**src/hdl/sgm_pkg.sv**
```systemverilog
// Shared types and constants for the sample gap monitor.
package sgm_pkg;

	localparam int unsigned PERIOD_W = 20;
	localparam logic [PERIOD_W-1:0] PERIOD_RESET = 20'd9615;
	localparam int unsigned DROP_NUM = 18;
	localparam int unsigned DROP_DEN = 10;
	localparam logic [31:0] SAT32 = 32'hFFFF_FFFF;

	typedef enum logic [2:0] {
		ST_IDLE,
		ST_SUB,
		ST_SCALE,
		ST_TEST,
		ST_DIV,
		ST_ACC,
		ST_COMMIT,
		ST_HOLD
	} sgm_state_t;

	typedef struct packed {
		logic capture;
		logic sub;
		logic scale;
		logic test;
		logic div_step;
		logic acc;
		logic commit;
		logic load_out;
	} sgm_cmd_t;

	typedef struct packed {
		logic drop_due;
		logic div_last;
	} sgm_sts_t;

endpackage

```
**src/hdl/sgm_ctrl.sv**
```systemverilog
// Sequencer for the sample gap monitor: state machine and output handshake.
module sgm_ctrl (
	input  logic              clk,
	input  logic              arst_n,
	input  logic              in_valid,
	output logic              in_ready,
	output logic              out_valid,
	input  logic              out_ready,
	input  sgm_pkg::sgm_sts_t sts,
	output sgm_pkg::sgm_cmd_t cmd
);

	sgm_pkg::sgm_state_t state_q, state_d;
	logic                out_valid_q;

	always_ff @(posedge clk or negedge arst_n) begin
		if (!arst_n) begin
			state_q <= sgm_pkg::ST_IDLE;
		end else begin
			state_q <= state_d;
		end
	end

	always_comb begin
		state_d  = state_q;
		cmd      = '0;
		in_ready = 1'b0;
		unique case (state_q)
			sgm_pkg::ST_IDLE: begin
				in_ready    = 1'b1;
				cmd.capture = in_valid;
				if (in_valid) begin
					state_d = sgm_pkg::ST_SUB;
				end
			end
			sgm_pkg::ST_SUB: begin
				cmd.sub = 1'b1;
				state_d = sgm_pkg::ST_SCALE;
			end
			sgm_pkg::ST_SCALE: begin
				cmd.scale = 1'b1;
				state_d   = sgm_pkg::ST_TEST;
			end
			sgm_pkg::ST_TEST: begin
				cmd.test = 1'b1;
				state_d  = sts.drop_due ? sgm_pkg::ST_DIV : sgm_pkg::ST_COMMIT;
			end
			sgm_pkg::ST_DIV: begin
				cmd.div_step = 1'b1;
				if (sts.div_last) begin
					state_d = sgm_pkg::ST_ACC;
				end
			end
			sgm_pkg::ST_ACC: begin
				cmd.acc = 1'b1;
				state_d = sgm_pkg::ST_COMMIT;
			end
			sgm_pkg::ST_COMMIT: begin
				cmd.commit = 1'b1;
				state_d    = sgm_pkg::ST_HOLD;
			end
			sgm_pkg::ST_HOLD: begin
				if (!out_valid_q || out_ready) begin
					cmd.load_out = 1'b1;
					state_d      = sgm_pkg::ST_IDLE;
				end
			end
			default: begin
				state_d = sgm_pkg::ST_IDLE;
			end
		endcase
	end

	always_ff @(posedge clk or negedge arst_n) begin
		if (!arst_n) begin
			out_valid_q <= 1'b0;
		end else if (cmd.load_out) begin
			out_valid_q <= 1'b1;
		end else if (out_ready) begin
			out_valid_q <= 1'b0;
		end
	end

	assign out_valid = out_valid_q;

endmodule

```
**src/hdl/sgm_dp.sv**
```systemverilog
// Datapath for the sample gap monitor: statistics registers, threshold test, serial divider.
module sgm_dp #(
	parameter int unsigned TIME_WIDTH = 64
) (
	input  logic                         clk,
	input  logic                         arst_n,
	input  logic                         cfg_wr_en,
	input  logic [sgm_pkg::PERIOD_W-1:0] cfg_wdata,
	input  logic [63:0]                  sample_time,
	input  sgm_pkg::sgm_cmd_t            cmd,
	output sgm_pkg::sgm_sts_t            sts,
	output logic [31:0]                  sample_count,
	output logic [63:0]                  start_time_us,
	output logic [31:0]                  gap_us,
	output logic [31:0]                  largest_gap_us,
	output logic [31:0]                  dropped_estimate,
	output logic                         went_backwards
);

	localparam int unsigned PW  = sgm_pkg::PERIOD_W;
	localparam int unsigned GW  = TIME_WIDTH + 4;
	localparam int unsigned SW  = PW + 5;
	localparam int unsigned CW  = $clog2(TIME_WIDTH);

	logic [PW-1:0]         period_q;
	logic [31:0]           count_q;
	logic [TIME_WIDTH-1:0] first_q;
	logic [TIME_WIDTH-1:0] prev_q;
	logic [31:0]           recent_q;
	logic [31:0]           peak_q;
	logic [31:0]           missed_q;
	logic                  back_flag_q;

	logic [TIME_WIDTH-1:0] t_q;
	logic [TIME_WIDTH-1:0] gap_q;
	logic                  lt_q;
	logic [GW-1:0]         gap10_q;
	logic [SW-1:0]         per18_q;

	logic [TIME_WIDTH-1:0] quo_q;
	logic [PW-1:0]         rem_q;
	logic [CW-1:0]         cnt_q;

	logic [31:0]           cnt_out_q;
	logic [TIME_WIDTH-1:0] first_out_q;
	logic [31:0]           recent_out_q;
	logic [31:0]           peak_out_q;
	logic [31:0]           missed_out_q;
	logic                  back_out_q;

	logic [63:0]           gap_ext;
	logic [31:0]           gap_sat;
	logic                  count_zero;
	logic [PW:0]           rem_sh;
	logic [PW:0]           rem_diff;
	logic                  q_bit;
	logic [63:0]           add_ext;
	logic [31:0]           add_sat;
	logic [32:0]           sum;

	always_ff @(posedge clk or negedge arst_n) begin
		if (!arst_n) begin
			period_q <= sgm_pkg::PERIOD_RESET;
		end else if (cfg_wr_en) begin
			period_q <= cfg_wdata;
		end
	end

	assign gap_ext    = 64'(gap_q);
	assign gap_sat    = (|gap_ext[63:32]) ? sgm_pkg::SAT32 : gap_ext[31:0];
	assign count_zero = (count_q == 32'd0);

	assign sts.drop_due = !count_zero && !lt_q && (period_q != '0)
		&& (gap10_q > GW'(per18_q));
	assign sts.div_last = (cnt_q == CW'(TIME_WIDTH - 1));

	assign rem_sh   = {rem_q, quo_q[TIME_WIDTH-1]};
	assign rem_diff = rem_sh - {1'b0, period_q};
	assign q_bit    = (rem_sh >= {1'b0, period_q});

	assign add_ext = 64'(quo_q) - 64'd1;
	assign add_sat = (|add_ext[63:32]) ? sgm_pkg::SAT32 : add_ext[31:0];
	assign sum     = {1'b0, missed_q} + {1'b0, add_sat};

	always_ff @(posedge clk) begin
		if (cmd.capture) begin
			t_q <= sample_time[TIME_WIDTH-1:0];
		end
		if (cmd.sub) begin
			gap_q <= t_q - prev_q;
			lt_q  <= (t_q < prev_q);
		end
		if (cmd.scale) begin
			gap10_q <= GW'(gap_q) * GW'(sgm_pkg::DROP_DEN);
			per18_q <= SW'(period_q) * SW'(sgm_pkg::DROP_NUM);
		end
		if (cmd.test) begin
			quo_q <= gap_q;
			rem_q <= '0;
			cnt_q <= '0;
		end else if (cmd.div_step) begin
			quo_q <= {quo_q[TIME_WIDTH-2:0], q_bit};
			rem_q <= q_bit ? rem_diff[PW-1:0] : rem_sh[PW-1:0];
			cnt_q <= cnt_q + CW'(1);
		end
	end

	always_ff @(posedge clk or negedge arst_n) begin
		if (!arst_n) begin
			count_q     <= '0;
			first_q     <= '0;
			prev_q      <= '0;
			recent_q    <= '0;
			peak_q      <= '0;
			missed_q    <= '0;
			back_flag_q <= 1'b0;
		end else begin
			if (cmd.test) begin
				priority if (count_zero) begin
					first_q <= t_q;
				end else if (lt_q) begin
					back_flag_q <= 1'b1;
				end else begin
					recent_q <= gap_sat;
					if (gap_sat > peak_q) begin
						peak_q <= gap_sat;
					end
				end
			end
			if (cmd.acc) begin
				missed_q <= sum[32] ? sgm_pkg::SAT32 : sum[31:0];
			end
			if (cmd.commit) begin
				prev_q <= t_q;
				if (count_q != sgm_pkg::SAT32) begin
					count_q <= count_q + 32'd1;
				end
			end
		end
	end

	always_ff @(posedge clk) begin
		if (cmd.load_out) begin
			cnt_out_q    <= count_q;
			first_out_q  <= first_q;
			recent_out_q <= recent_q;
			peak_out_q   <= peak_q;
			missed_out_q <= missed_q;
			back_out_q   <= back_flag_q;
		end
	end

	assign sample_count     = cnt_out_q;
	assign start_time_us    = 64'(first_out_q);
	assign gap_us           = recent_out_q;
	assign largest_gap_us   = peak_out_q;
	assign dropped_estimate = missed_out_q;
	assign went_backwards   = back_out_q;

endmodule

```
**src/hdl/sample_gap_monitor.sv**
```systemverilog
// Top level of the sample gap monitor: sequencer plus datapath.
//
//  channel  | handshake              | payload
//  ---------+------------------------+------------------------------------------------
//  input    | in_valid / in_ready    | sample_time
//  output   | out_valid / out_ready  | sample_count, start_time_us, gap_us,
//           |                        | largest_gap_us, dropped_estimate, went_backwards
//  config   | cfg_wr_en              | cfg_wdata (nominal period)
//
// An item goes through SUB, SCALE, TEST, COMMIT and HOLD to the result register, with
// DIV and ACC between TEST and COMMIT when the dropped-sample estimate is updated; the
// serial restoring divider of the gap by the period yields one quotient bit a cycle.
// One item is in work at a time; in_ready returns while a finished result waits.
// A stalled output holds its result; the next result waits until it is taken.
// Reset clears all statistics and loads the period with 9615.
module sample_gap_monitor #(
	parameter int unsigned TIME_WIDTH = 64
) (
	input  logic                         clk,
	input  logic                         arst_n,
	input  logic                         cfg_wr_en,
	input  logic [sgm_pkg::PERIOD_W-1:0] cfg_wdata,
	input  logic                         in_valid,
	output logic                         in_ready,
	input  logic [63:0]                  sample_time,
	output logic                         out_valid,
	input  logic                         out_ready,
	output logic [31:0]                  sample_count,
	output logic [63:0]                  start_time_us,
	output logic [31:0]                  gap_us,
	output logic [31:0]                  largest_gap_us,
	output logic [31:0]                  dropped_estimate,
	output logic                         went_backwards
);

	sgm_pkg::sgm_cmd_t cmd;
	sgm_pkg::sgm_sts_t sts;

	sgm_ctrl u_ctrl (
		.clk       (clk),
		.arst_n    (arst_n),
		.in_valid  (in_valid),
		.in_ready  (in_ready),
		.out_valid (out_valid),
		.out_ready (out_ready),
		.sts       (sts),
		.cmd       (cmd)
	);

	sgm_dp #(
		.TIME_WIDTH (TIME_WIDTH)
	) u_dp (
		.clk              (clk),
		.arst_n           (arst_n),
		.cfg_wr_en        (cfg_wr_en),
		.cfg_wdata        (cfg_wdata),
		.sample_time      (sample_time),
		.cmd              (cmd),
		.sts              (sts),
		.sample_count     (sample_count),
		.start_time_us    (start_time_us),
		.gap_us           (gap_us),
		.largest_gap_us   (largest_gap_us),
		.dropped_estimate (dropped_estimate),
		.went_backwards   (went_backwards)
	);

endmodule

```
**config.mk**
```make
export PLATFORM = sky130hd
export DESIGN_NAME = sample_gap_monitor
export DESIGN_NICKNAME = d
export VERILOG_FILES = /design/src/hdl/sgm_pkg.sv /design/src/hdl/sgm_ctrl.sv /design/src/hdl/sgm_dp.sv /design/src/hdl/sample_gap_monitor.sv
export SDC_FILE = /design/constraint.sdc
export NUM_CORES = 2
export LEC_CHECK = 0
export BUFFER_PORTS_ARGS = -buffer_cell sky130_fd_sc_hd__buf_4
export CAP_MARGIN = 20
export CORE_MARGIN = 1
export CORE_UTILIZATION = 55
export CTS_BUF_LIST = sky130_fd_sc_hd__clkbuf_4 sky130_fd_sc_hd__clkbuf_8 sky130_fd_sc_hd__clkbuf_16
export DETAILED_ROUTE_END_ITERATION = 7
export PLACE_DENSITY_LB_ADDON = 0.05
export SETUP_SLACK_MARGIN = 0.5
export SYNTH_ARGS = -nofsm -noshare
export SYNTH_HDL_FRONTEND = slang
export SYNTH_HIERARCHICAL = 1
export SYNTH_SLANG_ARGS = --single-unit
```
**constraint.sdc**
```tcl
create_clock -name clk -period 15.3 [get_ports clk]
set_input_delay 0.765 -clock clk [delete_from_list [all_inputs] [get_ports clk]]
set_output_delay 0.765 -clock clk [all_outputs]
set_load 0.01 [all_outputs]
```
Word level (Yosys, flattened, before mapping)
Index checks and enable logic that the tools add are counted.

Add/sub/neg operators: 6. Multiply operators: 2. Divide/modulo/power cells: 0. $lt $le $gt $ge: 4. Equality and inequality tests: 12. Shift operators: 0. Multiplexer cells: 23. Bitwise operators: 2. Reductions and logical operators: 20.

Operator list (count): 64-bit 2-to-1 mux (2); 32-bit 2-to-1 mux (3); 68-bit by 25-bit greater-than comparator with 1-bit output (1); 64-bit by 3-bit multiplier with 67-bit output, second input constant (1); 64-bit less-than comparator (1); 32-bit OR reduction (2); 64-bit by 1-bit subtractor with 64-bit output, second input constant (1); 64-bit subtractor (1); 32-bit by 32-bit adder with 33-bit output (1); 32-bit by 1-bit adder with 32-bit output, second input constant (1); 32-bit greater-than comparator (1); 32-bit logical NOT (1); 32-bit != test, second input constant (1); 20-bit by 4-bit multiplier with 24-bit output, second input constant (1); 3-bit one-hot mux with 8 select lines (1); 21-bit by 20-bit greater-or-equal comparator with 1-bit output (1); 20-bit 2-to-1 mux (1); 20-bit nonzero test (1); 20-bit subtractor (1); 3-bit equality test, second input constant (4); 1-bit 2-to-1 mux (12); 3-bit 2-to-1 mux (3); 3-bit AND reduction (3); 6-bit by 1-bit adder with 6-bit output, second input constant (1); 14 further kinds (23).

Register bits: 784. Bits in latches: 0. Memory bits (writable): 0. Memory bits (read-only): 0. Output and inout port bits: 195. Word-level logic and storage cells: 93. Memories: 0.

Longest topological paths before layout
Depth after elaboration: 7. Mapped depth: 27.

Modules after synthesis
The synthesis kept the hierarchy.

Modules (own cells, without submodules): sgm_dp (times used 1, cells each 3631, area an instance 41105.7 µm², seq. area each 21785.9 µm²); sgm_ctrl (times used 1, cells each 30, area an instance 286.5 µm², seq. area each 100.1 µm²).

Least setup slack after synthesis
Ideal clock, no wire load.

Kind: reg2reg. From: reg u_dp.quo_q[11]. To: reg u_dp.missed_q[10]. Setup time: 121 ps. Arrival: 5816 ps. Slack: 9363 ps. Stages on the path, launching flop included: 26. Buffers on the path: 2. Path through: edfxtp_1 > or4_4 > nor3_2 > nand4_2 > or4_4 > nor3_2 > nand2_1 > a2111oi_0 > nand2_1 > nor3_4 > buf_4 > nand2_1 > ha_1 > inv_1 > fa_1 > nor2b_1 > o31a_1 > o311ai_0 > a21oi_1 > o21ai_0 > nand2_1 > o211ai_1 > o31a_1 > nand2_1 > clkbuf_1 > o22a_1.

Word-level cells in the longest chain between the ends: 5.

Ends and longest elaborated chain: start: declaration (RTL line sgm_dp.sv:40) `logic [TIME_WIDTH-1:0] quo_q;`; start signal: assignment (RTL line sgm_dp.sv:98) `quo_q <= gap_q;`; start signal: assignment (RTL line sgm_dp.sv:102) `quo_q <= {quo_q[TIME_WIDTH-2:0], q_bit};`; 64-bit by 1-bit subtractor with 64-bit output (*) (RTL line sgm_dp.sv:81) `assign add_ext = 64'(quo_q) - 64'd1;`; 32-bit OR reduction (RTL line sgm_dp.sv:82) `assign add_sat = (|add_ext[63:32]) ? sgm_pkg::SAT32 : add_ext[31:0];`; 32-bit 2-to-1 mux (*) (RTL line sgm_dp.sv:82); 32-bit by 32-bit adder with 33-bit output (*) (RTL line sgm_dp.sv:83) `assign sum = {1'b0, missed_q} + {1'b0, add_sat};`; 32-bit 2-to-1 mux (*) (RTL line sgm_dp.sv:131) `missed_q <= sum[32] ? sgm_pkg::SAT32 : sum[31:0];`; end signal: assignment (RTL line sgm_dp.sv:131); end: declaration (RTL line sgm_dp.sv:31) `logic [31:0] missed_q;`.

Mark *: on every way between the ends. The rest lies on a longest branch, timed or not. A chain may end at the register's enable or synchronous reset.

Worst setup path after layout
From: reg u_dp.quo_q[15]. To: reg u_dp.missed_q[28].

The elaborated chain is that of the path after synthesis.

==> metrics.txt <==
R2R depth 24; slew at the pin closest to its max-slew limit 1040 ps; async set-reset flop share out of synthesis 0.358; fin crit share 0.502; post-synthesis cell type count 84; number of global-route vias before repair 27800; Synth Net Count 4089; Post-Route WL 95.3 mm; worst r2r src u_dp/quo_q[15]; synthesized instance count 3661; row count 100; Post-Synth XOR/XNOR Area 0.0491; outcome finished clean; DPL Wire Length 70.0 mm; DRC violations left 0; GR Overflow Total 0; simple-gate share of the synthesized area 0.108; wire per inst 19.2 um; drt first-iter violations 2251; most frequent cells in the layout edfxtp_1, ha_1, buf_4; GRT Total Usage 0.250; Worst Hold Class input port to async pin; Setup Fix Bufs, Post-CTS 0; crit path time final 7680 ps; WP data required around 16000 ps; largest family of logic cells by synthesized area compound AO/OA/AOI/OAI gates; post-synthesis sequential element count 784; Worst R2R Setup Slack 7620 ps; Yosys top cell by area edfxtp_1; Netlist Area Pre-Place 41400 sq um; multiplexer share of the synthesized area 0.0481; Starting Density 0.556; CTS clk-pin slew, worst paths 60 ps; synthesis-to-layout area growth 14.4%; syn avg cell area 11.3 sq um; DR vias around 29000; clock sink count 784; Leakage 0.0196 uW; Die H 276 um; Sequential Area 21900 sq um; htree depth 3; largest net degree at the start of global routing ~120; Slew headroom 0.289; number of flops mapped to enable cells by yosys 477; multi-input logic area ~18000 sq um; VDD IR-drop max 0.126 mV; fmax 130 MHz; post-cts sizing count 0; root buf cell clkbuf_16; initial antenna violation count 0; top-area cell type share of the netlist area 0.346; clock skew 30.9 ps; critical path's slowest cell nand2_1; layout filler cell count 6028; max cap viols 0; CP Max Fanout 33; CTS tree yes; Die X 276 um; Top cell by count, worst path nand2_1; worst skew pair latency 640 ps; clock tree buffer depth 3; core area 74400 sq um; Worst Setup End Kind flop; synth top area cells edfxtp_1, dfrtp_1, ha_1, mux2_2, xnor2_1; Post-Synth Adder-Cell Area 0.103; total CTS buffers 84; fin. max-slew vios 0; Synth Area in Compound Gates 0.130; Finish-stage setup viols 0; drt via density 5.78; FF-to-FF End u_dp/missed_q[28]; gp weighted congestion 0.932; I/O pin total 284; Hold Vio Cnt, Final 0; Synth warnings 6; register area share after synthesis 0.529; die area 76400 sq um; Critical Path, Cell by Cell or3_1, nor4_1, nand4_2, or4_4, nor3_2, nand2_1, a2111oi_0, nand2_1, nor3_4, buf_4, nand2_1, ha_1, inv_1, fa_1, nor2b_1, o31a_1, o311ai_0, a21oi_1, o21ai_0, nand2_1, o211ai_1, o31a_1, nand2_1, o32a_1; Post-CTS Hold Buffers 0; critical path type flop to flop; Power Dens Cells 207 nW/um^2; commonest non-fill, non-tap cell in the layout edfxtp_1; diode count 0; layout cell share with drive strength beyond 1 0.160; global-route wire length before repair 153 mm; Hold Slack 37.1 ps; Crit path largest cell delay 640 ps; port buffer count 283; Nets 4357; CP Launch Type flop; Critical Path AT approximately 8200 ps; drt pass-1 iters 5; Main synth FF type edfxtp_1; unrepaired setup endpoints after global routing no; Post-DRT Antenna Nets 0; post-route setup TNS 0 ps
-- registers in the layout (all words and copies together) (netlist names), 24 cells and up --
| signal | count |
|---|---|
| u_dp/gap10_q | 67 |
| u_dp/first_q | 64 |
| u_dp/gap_ext | 64 |
| u_dp/prev_q | 64 |
| u_dp/quo_q | 64 |
| u_dp/start_time_us | 64 |
| u_dp/t_q | 64 |
| u_dp/count_q | 32 |
| u_dp/dropped_estimate | 32 |
| u_dp/gap_us | 32 |
| u_dp/largest_gap_us | 32 |
| u_dp/missed_q | 32 |
| u_dp/peak_q | 32 |
| u_dp/recent_q | 32 |
| u_dp/sample_count | 32 |
| u_dp/per18_q | 24 |
-- cell families (layout without fill, tap and decap cells) --
group	count (synthesis)	after routing
simple gates	918	918
compound gates	848	848
mux	183	183
flops	784	784
buf+inv	357	697
xor+xnor	232	232
fa+ha+maj	339	339
-- critical path: cells and delay by family (launching register included) --
family | cells | cell delay [ps]
adder cells (fa/ha/maj) | 2 | 430
buffers and inverters | 2 | 440
flip-flops | 1 | 440
AO/OA/AOI/OAI | 8 | 2870
AND/OR/NAND/NOR | 12 | 3380
-- synthesized netlist by cell type (25+ instances only) --
cell type	n
ha_1	334
edfxtp_1	477
xor2_1	81
mux2_2	128
nor2_1	234
nor4_1	48
nand4_1	66
xnor2_1	151
nor3_1	57
nand3_1	61
a21o_1	117
o21ai_0	206
dfrtp_1	273
o21bai_1	34
clkbuf_1	106
nand2_1	270
a31oi_1	25
nor2b_1	31
o22a_1	29
a211oi_1	37
dfxtp_1	26
and3_1	28
inv_1	235
a21oi_1	248
mux2i_1	55
-- worst max-delay path by stage --
stage	slack [ps]	to	depth (start not counted)	from
floorplan	9360	u_dp/missed_q[10]	25	u_dp/quo_q[11]
global placement	7760	u_dp/missed_q[28]	24	u_dp/quo_q[16]
detailed placement	7720	u_dp/missed_q[28]	24	u_dp/quo_q[16]
CTS	7690	u_dp/missed_q[28]	24	u_dp/quo_q[16]
global route	7100	u_dp/missed_q[28]	24	u_dp/quo_q[16]
finish	7620	u_dp/missed_q[28]	24	u_dp/quo_q[15]
-- area by class of cell --
class	count	area share
inverter	236	0.0187
sequential	784	0.462
multi-input combinational	2520	0.384
tap	969	0.0256
clock buffer	115	0.0517
clock inverter	43	0.00946
timing repair buffer	303	0.0482
-- metrics by stage --
step                std cells  total power, uW  utilization  setup WS [ps]  area (sq um)
floorplan                3661             6560            -           9360         41400
global placement         4812             7670        0.597           7760         44500
detailed placement       4812             7720        0.597           7720         44500
CTS                      4970             9870        0.636           7690         47400
global route             4970            10500        0.636           7100         47400
finish                   4970             9820        0.636           7620         47400
-- where the power goes --
part / total [uW] / switching [uW] / internal, uW
Clock: 2100 / 847 / 1250
Sequential: 3700 / 446 / 3250
Combinational: 4030 / 2350 / 1680
-- routing by layer --
metal | GRT usage | vias to the layer above | routed length (um)
li1 | - | 14000 | -
met1 | 0.366 | 13900 | 45300
met2 | 0.391 | 712 | 43000
met3 | 0.0370 | 115 | 5330
met4 | 0.0612 | 0 | 1700
met5 | 0 | - | 0
Note: power is estimated with default switching activity, not from simulation.
